### config.mk
export PLATFORM = sky130hd
export DESIGN_NAME = value_table_search_and_compaction_unit
export DESIGN_NICKNAME = d
export VERILOG_FILES = /design/src/hdl/vts_pkg.sv /design/src/hdl/value_table_search_and_compaction_unit.sv /design/src/hdl/vts_datapath.sv /design/src/hdl/vts_control.sv
export SDC_FILE = /design/constraint.sdc
export NUM_CORES = 1
export LEC_CHECK = 0
export BUFFER_PORTS_ARGS = -buffer_cell sky130_fd_sc_hd__clkbuf_2
export CAP_MARGIN = 30
export CORE_MARGIN = 3
export CORE_UTILIZATION = 50
export CTS_BUF_LIST = sky130_fd_sc_hd__clkbuf_2 sky130_fd_sc_hd__clkbuf_4 sky130_fd_sc_hd__clkbuf_8
export CTS_CLUSTER_SIZE = 24
export DETAILED_ROUTE_END_ITERATION = 8
export PLACE_DENSITY_LB_ADDON = 0.05
export SYNTH_ARGS = -nofsm -noshare
export SYNTH_HDL_FRONTEND = slang
export SYNTH_SLANG_ARGS = --single-unit
### constraint.sdc
create_clock -name clock -period 7.46 [get_ports clock]
set_input_delay 1.119 -clock clock [delete_from_list [all_inputs] [get_ports clock]]
set_output_delay 1.119 -clock clock [all_outputs]
set_load 0.01 [all_outputs]
### src/hdl/vts_pkg.sv
// ----------------------------------------------------------------------------
// vts_pkg: shared types and constants for the value table search unit
// Table depth, field widths, action codes and controller/datapath structs.
// ----------------------------------------------------------------------------
`default_nettype none
package vts_pkg;
   localparam int DEPTH       = 8;
   localparam int VALUE_WIDTH = 16;
   localparam int IDX_W       = $clog2(DEPTH);
   localparam int CNT_W       = $clog2(DEPTH + 1);

   localparam logic [2:0] ACT_APPEND = 3'd0;
   localparam logic [2:0] ACT_FIND   = 3'd1;
   localparam logic [2:0] ACT_RANGE  = 3'd2;
   localparam logic [2:0] ACT_ALL    = 3'd3;
   localparam logic [2:0] ACT_REMOVE = 3'd4;
   localparam logic [2:0] ACT_DEDUP  = 3'd5;
   localparam logic [2:0] ACT_READ   = 3'd6;
   localparam logic [2:0] ACT_CLEAR  = 3'd7;

   typedef struct packed {
      logic load;      // capture request
      logic rd_start;  // read entry rd_addr (scan or dedup outer index)
      logic [IDX_W-1:0] rd_addr;
      logic wr;        // write entry wr_addr with data chosen by wr_from_rd
      logic [IDX_W-1:0] wr_addr;
      logic wr_from_rd; // 1: last read data, 0: request value
      logic set_key;   // key <= last read data
   } vts_cmd_type;

   typedef struct packed {
      logic             eq;    // last read == key
      logic             in_rng;
   } vts_sts_type;
endpackage
`default_nettype wire

### src/hdl/value_table_search_and_compaction_unit.sv
// A scan reads and then evaluates each entry in turn; find all scans the
// table a second time when the first pass found a match, and dedup rescans
// the entries after each outer entry against its value.
// Throughput: one action at a time; a result still waiting in the output
// register holds the sequencer, and the next request is taken once idle.
// Reset: synchronous, active high; empties the table, entries keep old bits.
// ----------------------------------------------------------------------------
// value_table_search_and_compaction_unit: value table with search/compaction
// Controller sequences scans; datapath holds entries and comparators.
// ----------------------------------------------------------------------------
`default_nettype none
module value_table_search_and_compaction_unit
   import vts_pkg::*;
(
   input  wire logic        clock,
   input  wire logic        reset,
   input  wire logic        req_valid,
   output logic             req_stall,
   input  wire logic [2:0]  req_action,
   input  wire logic [15:0] req_value,
   input  wire logic [15:0] req_range_top,
   input  wire logic [5:0]  req_entry_index,
   output logic             rsp_valid,
   input  wire logic        rsp_stall,
   output logic             rsp_found,
   output logic [5:0]       rsp_position,
   output logic [6:0]       rsp_tally,
   output logic [6:0]       rsp_table_length,
   output logic [15:0]      rsp_read_value,
   output logic             rsp_is_last,
   output logic             rsp_fault
);
   vts_cmd_type cmd;
   vts_sts_type sts;
   logic [VALUE_WIDTH-1:0] rd_data;

   vts_datapath u_dp (
      .clock, .cmd, .req_value, .req_range_top, .sts, .rd_data
   );

   vts_control u_ctl (
      .clock, .reset, .req_valid, .req_stall, .req_action, .req_entry_index,
      .cmd, .sts, .rd_data, .rsp_valid, .rsp_stall, .rsp_found, .rsp_position,
      .rsp_tally, .rsp_table_length, .rsp_read_value, .rsp_is_last, .rsp_fault
   );
endmodule
`default_nettype wire

### src/hdl/vts_datapath.sv
// ----------------------------------------------------------------------------
// vts_datapath: entry memory, request registers and comparators
// Single-port style table; read data registered, compared against a key and a value range.
// ----------------------------------------------------------------------------
`default_nettype none
module vts_datapath
   import vts_pkg::*;
(
   input  wire logic                   clock,
   input  wire vts_cmd_type            cmd,
   input  wire logic [15:0]            req_value,
   input  wire logic [15:0]            req_range_top,
   output vts_sts_type                 sts,
   output logic [VALUE_WIDTH-1:0]      rd_data
);
   logic [VALUE_WIDTH-1:0] mem [DEPTH];
   logic [VALUE_WIDTH-1:0] rd_ff;
   logic [VALUE_WIDTH-1:0] val_ff, val_in, top_ff, top_in, key_ff, key_in;

   always_comb begin
      val_in = val_ff;
      top_in = top_ff;
      key_in = key_ff;
      if (cmd.load) begin
         val_in = VALUE_WIDTH'(req_value);
         top_in = VALUE_WIDTH'(req_range_top);
         key_in = VALUE_WIDTH'(req_value);
      end else if (cmd.set_key) begin
         key_in = rd_ff;
      end
   end

   always_ff @(posedge clock) begin
      val_ff <= val_in;
      top_ff <= top_in;
      key_ff <= key_in;
      if (cmd.rd_start) rd_ff <= mem[cmd.rd_addr];
      if (cmd.wr) mem[cmd.wr_addr] <= cmd.wr_from_rd ? rd_ff : val_ff;
   end

   assign sts.eq     = (rd_ff == key_ff);
   assign sts.in_rng = (rd_ff >= val_ff) && (rd_ff <= top_ff);
   assign rd_data    = rd_ff;
endmodule
`default_nettype wire

### src/hdl/vts_control.sv
// ----------------------------------------------------------------------------
// vts_control: sequencer for all table actions
// Scans the table one entry at a time (read, then evaluate) and
// compacts in place with a separate write pointer.
// ----------------------------------------------------------------------------
`default_nettype none
module vts_control
   import vts_pkg::*;
(
   input  wire logic               clock,
   input  wire logic               reset,
   input  wire logic               req_valid,
   output logic                    req_stall,
   input  wire logic [2:0]         req_action,
   input  wire logic [5:0]         req_entry_index,
   output vts_cmd_type             cmd,
   input  wire vts_sts_type        sts,
   input  wire logic [VALUE_WIDTH-1:0] rd_data,
   output logic                    rsp_valid,
   input  wire logic               rsp_stall,
   output logic                    rsp_found,
   output logic [5:0]              rsp_position,
   output logic [6:0]              rsp_tally,
   output logic [6:0]              rsp_table_length,
   output logic [15:0]             rsp_read_value,
   output logic                    rsp_is_last,
   output logic                    rsp_fault
);
   localparam logic [2:0] S_IDLE = 3'd0;
   localparam logic [2:0] S_RD   = 3'd1; // issue read at scan (or dedup outer) index
   localparam logic [2:0] S_EV   = 3'd2; // evaluate read data
   localparam logic [2:0] S_OUT  = 3'd3; // hold result until the result register is free or transferring
   localparam logic [2:0] S_OREQ = 3'd4; // find-all emit pass
   localparam logic [2:0] S_RDR  = 3'd5; // read action: issue read at entry index

   logic [2:0] st_ff, st_in;
   logic [2:0] act_ff, act_in;
   logic [CNT_W-1:0] len_ff, len_in;
   logic [CNT_W-1:0] i_ff, i_in;   // scan index
   logic [CNT_W-1:0] w_ff, w_in;   // write pointer (remove and dedup compaction)
   logic [CNT_W-1:0] o_ff, o_in;   // dedup outer index
   logic [CNT_W-1:0] n_ff, n_in;   // match / removed count
   logic [CNT_W-1:0] k_ff, k_in;   // find-all emitted count
   logic pass2_ff, pass2_in;       // find-all second pass / dedup key phase

   logic v_ff, v_in, fd_ff, fd_in, last_ff, last_in, flt_ff, flt_in;
   logic [5:0] pos_ff, pos_in;
   logic [6:0] tal_ff, tal_in;
   logic [15:0] rv_ff, rv_in;

   logic done_o;
   assign done_o = rsp_stall == 1'b0;

   always_comb begin
      st_in = st_ff; act_in = act_ff; len_in = len_ff; i_in = i_ff; w_in = w_ff;
      o_in = o_ff; n_in = n_ff; k_in = k_ff; pass2_in = pass2_ff;
      v_in = v_ff; fd_in = fd_ff; last_in = last_ff; flt_in = flt_ff;
      pos_in = pos_ff; tal_in = tal_ff; rv_in = rv_ff;
      cmd = '0;
      cmd.rd_addr = i_ff[IDX_W-1:0];
      cmd.wr_addr = w_ff[IDX_W-1:0];
      if (v_ff && done_o) v_in = 1'b0;
      unique case (st_ff)
         S_IDLE: begin
            if (req_valid) begin
               cmd.load = 1'b1;
               act_in = req_action;
               i_in = '0; w_in = '0; o_in = '0; n_in = '0; k_in = '0;
               pass2_in = 1'b0;
               fd_in = 1'b0; pos_in = '0; tal_in = '0; rv_in = '0;
               flt_in = 1'b0; last_in = 1'b1;
               unique case (req_action)
                  ACT_APPEND: st_in = S_EV;
                  ACT_CLEAR: begin
                     len_in = '0; st_in = S_OUT;
                  end
                  ACT_READ: begin
                     if ({1'b0, req_entry_index} < 7'(len_ff)) begin
                        i_in = CNT_W'(req_entry_index); st_in = S_RDR;
                     end else begin
                        flt_in = 1'b1; st_in = S_OUT;
                     end
                  end
                  ACT_DEDUP: begin
                     pass2_in = 1'b1; st_in = S_RD; // key phase first
                  end
                  default: st_in = S_RD;
               endcase
            end
         end
         S_RDR: begin
            cmd.rd_start = 1'b1;
            st_in = S_EV;
         end
         S_RD: begin
            priority if (act_ff == ACT_DEDUP && pass2_ff) begin
               if (o_ff >= len_ff) begin
                  tal_in = 7'(n_ff); st_in = S_OUT;
               end else begin
                  cmd.rd_addr = o_ff[IDX_W-1:0];
                  cmd.rd_start = 1'b1; st_in = S_EV;
               end
            end else if (i_ff >= len_ff) begin
               // scan finished
               unique case (act_ff)
                  ACT_FIND: st_in = S_OUT;
                  ACT_RANGE: begin
                     tal_in = 7'(n_ff); fd_in = n_ff != '0; st_in = S_OUT;
                  end
                  ACT_ALL: begin
                     if (pass2_ff || n_ff == '0) st_in = S_OUT;
                     else begin
                        pass2_in = 1'b1; i_in = '0;
                     end
                  end
                  ACT_REMOVE: begin
                     len_in = w_ff; tal_in = 7'(n_ff); fd_in = n_ff != '0;
                     st_in = S_OUT;
                  end
                  default: begin // dedup inner done
                     len_in = w_ff; o_in = o_ff + 1'b1; pass2_in = 1'b1;
                  end
               endcase
            end else begin
               cmd.rd_start = 1'b1; st_in = S_EV;
            end
         end
         S_EV: begin
            unique case (act_ff)
               ACT_APPEND: begin
                  if (len_ff >= CNT_W'(DEPTH)) flt_in = 1'b1;
                  else begin
                     cmd.wr = 1'b1; cmd.wr_addr = len_ff[IDX_W-1:0];
                     len_in = len_ff + 1'b1;
                  end
                  st_in = S_OUT;
               end
               ACT_READ: begin
                  rv_in = 16'(rd_data); st_in = S_OUT;
               end
               ACT_FIND: begin
                  if (sts.eq) begin
                     fd_in = 1'b1; pos_in = 6'(i_ff); st_in = S_OUT;
                  end else begin
                     i_in = i_ff + 1'b1; st_in = S_RD;
                  end
               end
               ACT_RANGE: begin
                  if (sts.in_rng) n_in = n_ff + 1'b1;
                  i_in = i_ff + 1'b1; st_in = S_RD;
               end
               ACT_ALL: begin
                  i_in = i_ff + 1'b1; st_in = S_RD;
                  if (sts.eq) begin
                     if (!pass2_ff) n_in = n_ff + 1'b1;
                     else begin
                        fd_in = 1'b1; pos_in = 6'(i_ff); tal_in = 7'(n_ff);
                        k_in = k_ff + 1'b1;
                        last_in = (k_ff + 1'b1) == n_ff;
                        st_in = S_OREQ;
                     end
                  end
               end
               ACT_REMOVE: begin
                  if (sts.eq) n_in = n_ff + 1'b1;
                  else begin
                     cmd.wr = 1'b1; cmd.wr_from_rd = 1'b1;
                     w_in = w_ff + 1'b1;
                  end
                  i_in = i_ff + 1'b1; st_in = S_RD;
               end
               default: begin // dedup
                  if (pass2_ff) begin
                     // key loaded from entry o; compact entries after it
                     cmd.set_key = 1'b1; pass2_in = 1'b0;
                     i_in = o_ff + 1'b1; w_in = o_ff + 1'b1;
                  end else begin
                     if (sts.eq) n_in = n_ff + 1'b1;
                     else begin
                        cmd.wr = 1'b1; cmd.wr_from_rd = 1'b1;
                        w_in = w_ff + 1'b1;
                     end
                     i_in = i_ff + 1'b1;
                  end
                  st_in = S_RD;
               end
            endcase
         end
         S_OREQ: begin
            if (!v_ff || done_o) begin
               v_in = 1'b1;
               st_in = last_ff ? S_IDLE : S_RD;
            end
         end
         default: begin // S_OUT
            if (!v_ff || done_o) begin
               v_in = 1'b1; last_in = 1'b1; st_in = S_IDLE;
            end
         end
      endcase
   end

   always_ff @(posedge clock) begin
      if (reset) begin
         st_ff <= S_IDLE; len_ff <= '0; v_ff <= 1'b0;
      end else begin
         st_ff <= st_in; len_ff <= len_in; v_ff <= v_in;
      end
      act_ff <= act_in; i_ff <= i_in; w_ff <= w_in; o_ff <= o_in; n_ff <= n_in;
      k_ff <= k_in; pass2_ff <= pass2_in;
      fd_ff <= fd_in; last_ff <= last_in; flt_ff <= flt_in;
      pos_ff <= pos_in; tal_ff <= tal_in; rv_ff <= rv_in;
   end

   // result register, loaded only when free or being transferred
   logic ofd_ff, olast_ff, oflt_ff;
   logic [5:0] opos_ff;
   logic [6:0] otal_ff, olen_ff;
   logic [15:0] orv_ff;
   always_ff @(posedge clock) begin
      if ((st_ff == S_OUT || st_ff == S_OREQ) && (!v_ff || done_o)) begin
         ofd_ff <= fd_ff; olast_ff <= last_ff; oflt_ff <= flt_ff;
         opos_ff <= pos_ff; otal_ff <= tal_ff; olen_ff <= 7'(len_ff);
         orv_ff <= rv_ff;
      end
   end

   assign req_stall        = st_ff != S_IDLE;
   assign rsp_valid        = v_ff;
   assign rsp_found        = ofd_ff;
   assign rsp_position     = opos_ff;
   assign rsp_tally        = otal_ff;
   assign rsp_table_length = olen_ff;
   assign rsp_read_value   = orv_ff;
   assign rsp_is_last      = olast_ff;
   assign rsp_fault        = oflt_ff;
endmodule
`default_nettype wire

Yosys cells after proc, flatten, opt, wreduce, memory -nomap -nowiden --
Memories as Yosys holds them, arrays and structs flattened. A register that Yosys moved wholly into a read port is not among the register bits. Cells that the tools add are included.
Operators by class: equality and inequality tests 52, order comparisons 6, bitwise operators 2, multiplexer cells 127, reduce and logical (&&, ||, !) cells 47, add/subtract/negate cells 6
Operator list (number):
- $mux 4 | 32
- $mux 16 | 5
- $mux 7 | 8
- $pmux 4 s2 | 5
- $mux 1 | 38
- $mux 3 | 12
- $ne 2x2->1 const B | 18
- $pmux 4 s3 | 3
- $pmux 16 s2 | 1
- $mux 6 | 5
- $add 4x1->4 const B | 6
- $eq 3x3->1 const B | 8
- $ne 3x3->1 const B | 8
- $pmux 6 s2 | 2
- $reduce_and 8->1 | 3
- $pmux 7 s3 | 1
- $pmux 3 s3 | 2
- $eq 16x16->1 | 1
- $ge 16x16->1 | 1
- $le 16x16->1 | 1
- $pmux 4 s4 | 1
- $pmux 3 s5 | 1
- $reduce_and 5->1 | 3
- $reduce_or 3->1 | 5
- other kinds (35) | 70
Word-level totals: output and inout port bits 41, memory bits (writable) 128, bits of input ports 45, memories kept 1, logic and storage cells 267, flip-flop bits (word level) 148
Memory list:
- u_dp.mem | depth 8, bits a word 16, read ports 1, clocked after memory_dff 1, write ports 1, line vts_datapath.sv:16 | logic [VALUE_WIDTH-1:0] mem [DEPTH];

Logic depth before layout (Yosys ltp) --
word-level depth 7, gate-level depth with buffers 11

Cells and area by module --
A second synthesis with hierarchy kept.
Unflattened totals: cell total of the unflattened synthesis 851, area total of the unflattened synthesis 12931.2 um2
Modules (own cells, without submodules):
- vts_datapath | area each 8191.6 um2, seq. area each 5765.5 um2, times used 1, cells each 447
- vts_control | area each 4739.5 um2, seq. area each 2622.5 um2, times used 1, cells each 404

Worst setup path after synthesis --
Ideal clock, no wire load.
path type input to register, start input rsp_stall, end register u_ctl.oflt_ff (netlist: u_ctl.rsp_fault), enable pin, path slack 4.354 ns, path buffers 0, stages 1, data arrival time 2.676 ns, path through a21oi_1
Between the ends: longest elaborated chain between the ends 3
Ends and longest elaborated chain:
- from (decl) | line value_table_search_and_compaction_unit.sv:24 | input wire logic rsp_stall,
- $not 1->1 | line vts_control.sv:52 | assign done_o = rsp_stall == 1'b0;
- $logic_or 1x1->1 | line vts_control.sv:221 | if ((st_ff == S_OUT || st_ff == S_OREQ) && (!v_ff || done_o)) begin
- $logic_and 1x1->1 | line vts_control.sv:221
- to (signal assigned) | line vts_control.sv:222 | ofd_ff <= fd_ff; olast_ff <= last_ff; oflt_ff <= flt_ff;
- to (decl) | line vts_control.sv:216 | logic ofd_ff, olast_ff, oflt_ff;
Every way passes these cells. A chain may end at the register's enable or synchronous reset.

Final worst setup path --
start register u_ctl.len_ff[2], end register u_dp.rd_ff[5] (netlist: u_dp.rd_data[5]), read port of u_dp.mem, data pin
Between the ends: longest elaborated chain between the ends 4, elaborated cells on any way between the ends 8, classes of those cells 2 x order compare; 6 x mux
Ends and longest elaborated chain:
- from (decl) | line vts_control.sv:38 | logic [CNT_W-1:0] len_ff, len_in;
- from (signal assigned) | line vts_control.sv:207 | st_ff <= st_in; len_ff <= len_in; v_ff <= v_in;
- $ge 4x4->1, on equally long branches | line vts_control.sv:103, vts_control.sv:97
- $mux 1 or $mux 4 (tied branches) | line vts_control.sv:103, vts_control.sv:97
- $mux 1 or $mux 3 (tied branches) | line vts_control.sv:96 | priority if (act_ff == ACT_DEDUP && pass2_ff) begin
- $pmux 1 s2 or $mux 3 (tied branches) | line vts_control.sv:63 | unique case (st_ff)
- to (decl) | line vts_datapath.sv:17 | logic [VALUE_WIDTH-1:0] rd_ff;
Parallel ways exist; a longest one is shown, timed or not.

==> impl_metrics.env <==
export IMPL_drt_total_wl_mm=27.9
export IMPL_clkSinkCount=282
export IMPL_fp_coreArea_um2=25400
export IMPL_seq_area_frac_synth=0.645
export IMPL_nFillCells=2087
export IMPL_ir_worst_vdd_mv=0.179
export IMPL_gpl_final_weighted_congestion=0.813
export IMPL_fin_worst_skew_ns=0.0237
export IMPL_cts_max_level=2
export IMPL_drtPass1Iterations=5
export IMPL_worst_ep_arrival_time_ns=3.57
export IMPL_io_pins=86
export IMPL_finalHoldViolations=0
export IMPL_grt_pass1_vias=7435
export IMPL_tightest_slew_ns=0.989
export IMPL_crit_end="u_dp.rd_data[5]$_DFFE_PP_"
export IMPL_combinationalPowerShare=0.319
export IMPL_rows=58
export IMPL_r2r_start="u_ctl.len_ff[2]$_SDFFE_PP0P_"
export IMPL_post_cts_resized=0
export IMPL_remaining_drc_errors=0
export IMPL_multi_input_area_um2=4240
export IMPL_die_area_um2=28000
export IMPL_status="finished clean"
export IMPL_clock_latency_ns=0.57
export IMPL_area_delta_synth_final_pct=12.8
export IMPL_wire_per_inst_um=20.0
export IMPL_antenna_found_initial=0
export IMPL_worstSetupStartpoint="u_ctl.len_ff[2]$_SDFFE_PP0P_"
export IMPL_layout_drive_gt1_share=0.203
export IMPL_critPathRequiredTime_ns=7.77
export IMPL_intPower_w=0.00356
export IMPL_hold_slack_ns=0.414
export IMPL_n_antenna_cell=0
export IMPL_period_share=0.436
export IMPL_leakagePower_nw=5.72
export IMPL_final_cell_mix="edfxtp_1 (274), mux2i_1 (101), clkbuf_2 (77)"
export IMPL_synth_cells=918
export IMPL_drt_iter0_markers=388
export IMPL_ys_flop_type="edfxtp_1"
export IMPL_nNetsFinal=1124
export IMPL_hpwlAfterDp_mm=18.2
export IMPL_r2r_slack_ns=4.21
export IMPL_tritoncts="done"
export IMPL_area_sequential_um2=8390
export IMPL_max_freq_mhz=307
export IMPL_vias=7557
export IMPL_seq_power_share=0.446
export IMPL_synth_area_leaders="edfxtp_1 (63%), mux2i_1 (7.9%), ha_1 (4.9%)"
export IMPL_async_flop_share=0
export IMPL_setup_tns_ns=0
export IMPL_post_cts_setup_buffer_count=0
export IMPL_drtAntennaViolNets=0
export IMPL_port_buffers=77
export IMPL_ys_ff_latch=282
export IMPL_start_util=0.512
export IMPL_grt_pass1_wl_mm=43.0
export IMPL_yosysTopAreaCell="edfxtp_1"
export IMPL_die_w_um=167
export IMPL_avgSynthCellArea_um2=14.2
export IMPL_period_minus_slack_ns=3.25
export IMPL_yosysWarningCount=0
export IMPL_clockBufferDepth=3
export IMPL_drv_cap=0
export IMPL_critical_path_class="reg2reg"
export IMPL_die_h_um=167
export IMPL_synth_cell_types=67
export IMPL_whs_path_depth=0
export IMPL_clkPwrFrac=0.235
export IMPL_mostFrequentLayoutCell="edfxtp_1"
export IMPL_switching_share=0.341
export IMPL_root_buffer="clkbuf_8"
export IMPL_syn_area_um2=13000
export IMPL_worstHoldPathType="reg2reg"
export IMPL_total_power_w=0.00541
export IMPL_finalSetupViolCount=0
export IMPL_slew_violations=0
export IMPL_overflow=0
export IMPL_track_usage=0.197
export IMPL_start_kind="flip-flop"
export IMPL_cts_buffers=47
export IMPL_synth_top_cell_area_share=0.633
export IMPL_clk_pin_slew_ns=0.06
export IMPL_power_switching_w=0.00185
export IMPL_r2r_cells=10
export IMPL_synth_edf_count=274
export IMPL_power_density_nw_per_um2=369
export IMPL_end_kind="flip-flop"
export IMPL_crit_path_max_fanout=54
export IMPL_worst_r2r_endpoint="u_dp.rd_data[5]$_DFFE_PP_"
export IMPL_cts_hold_buf=0
export IMPL_vias_per_cell=5.43
export IMPL_slew_limit_headroom=0.334
export IMPL_rsz0062_at_grt="false"
export IMPL_grt_max_degree=55
-- worst min-delay path by stage --
stage	from	end	slack [ns]
after floorplan	u_ctl.flt_ff$_SDFFCE_PP1P_	u_ctl.rsp_fault$_DFFE_PP_	0.40
after global placement	u_ctl.pos_ff[0]$_SDFFCE_PN0P_	u_ctl.rsp_position[0]$_DFFE_PP_	0.40
after detailed placement	u_ctl.rv_ff[10]$_SDFFCE_PN0P_	u_ctl.rsp_read_value[10]$_DFFE_PP_	0.40
after CTS	u_ctl.pos_ff[1]$_SDFFCE_PN0P_	u_ctl.rsp_position[1]$_DFFE_PP_	0.42
after global routing	u_ctl.pos_ff[3]$_SDFFCE_PN0P_	u_ctl.rsp_position[3]$_DFFE_PP_	0.42
final	u_ctl.pos_ff[1]$_SDFFCE_PN0P_	u_ctl.rsp_position[1]$_DFFE_PP_	0.41
-- Yosys cell counts (17+ instances only) --
master,number
edfxtp_1,274
mux2i_1,103
nor2_1,61
ha_1,51
inv_1,46
nand2_1,42
mux2_2,31
a21oi_1,27
xnor2_1,27
and3_1,22
o21ai_0,21
clkbuf_1,19
o21ai_1,17
-- worst max-delay path: stages, from the launching register on --
cell	delay (ns)
dfxtp_1	0.42
inv_1	0.19
ha_1	0.32
o21ai_0	0.14
o2111ai_4	0.39
mux2i_4	0.28
buf_4	0.26
buf_16	0.34
mux2i_1	0.23
mux2i_1	0.10
mux2_2	0.29
-- cell type report --
cell class | count | share of cell area
Clock buffer | 63 | 0.0523
Tap cell | 330 | 0.0282
Sequential cell | 282 | 0.572
Inverter | 48 | 0.0123
Clock inverter | 19 | 0.00666
Timing Repair Buffer | 98 | 0.0398
Multi-Input combinational cell | 551 | 0.289
-- per-layer routing --
layer | wire length, um | up-vias | global-route usage
li1 | - | 3657 | -
met1 | 12500 | 3650 | 0.269
met2 | 13500 | 201 | 0.326
met3 | 1250 | 49 | 0.0340
met4 | 682 | 0 | 0.0640
met5 | 0 | - | 0
-- metrics by stage --
stage                     cell area (um^2)  setup slack (ns)  instances  utilization
final                                14700              4.21       1391        0.577
after global routing                 14700              3.93       1391        0.577
after CTS                            14700              4.21       1391        0.577
after detailed placement             13800              4.20       1309        0.543
after global placement               13700              3.93       1307        0.541
after floorplan                      13000              4.35        925            -
-- flip-flops by register name, summed over array words and instances (netlist names), 16 cells and up --
register / count
u_dp.mem: 128
u_ctl.rsp_read_value: 16
u_dp.key_ff: 16
u_dp.val_ff: 16
u_dp.rd_data: 16
u_ctl.rv_ff: 16
u_dp.top_ff: 16
-- power by group through the flow --
stage	sequential (W)	combinational (W)	clock [W]
after floorplan	0.00235	0.00133	0
after global placement	0.00245	0.00170	0
after detailed placement	0.00245	0.00174	0
after CTS	0.00242	0.00174	0.00130
after global routing	0.00245	0.00192	0.00138
final	0.00242	0.00173	0.00127
-- cells by family after synthesis --
logic type | count (synthesis) | synth area share
buffers and inverters | 92 | 0.0359
AO/OA/AOI/OAI | 122 | 0.0616
other | 1 | 0.000288
XOR/XNOR | 34 | 0.0229
flip-flops | 282 | 0.645
AND/OR/NAND/NOR | 201 | 0.0783
adder cells (fa/ha/maj) | 51 | 0.0491
multiplexers | 135 | 0.107
Note: power is estimated with default switching activity, not from simulation.
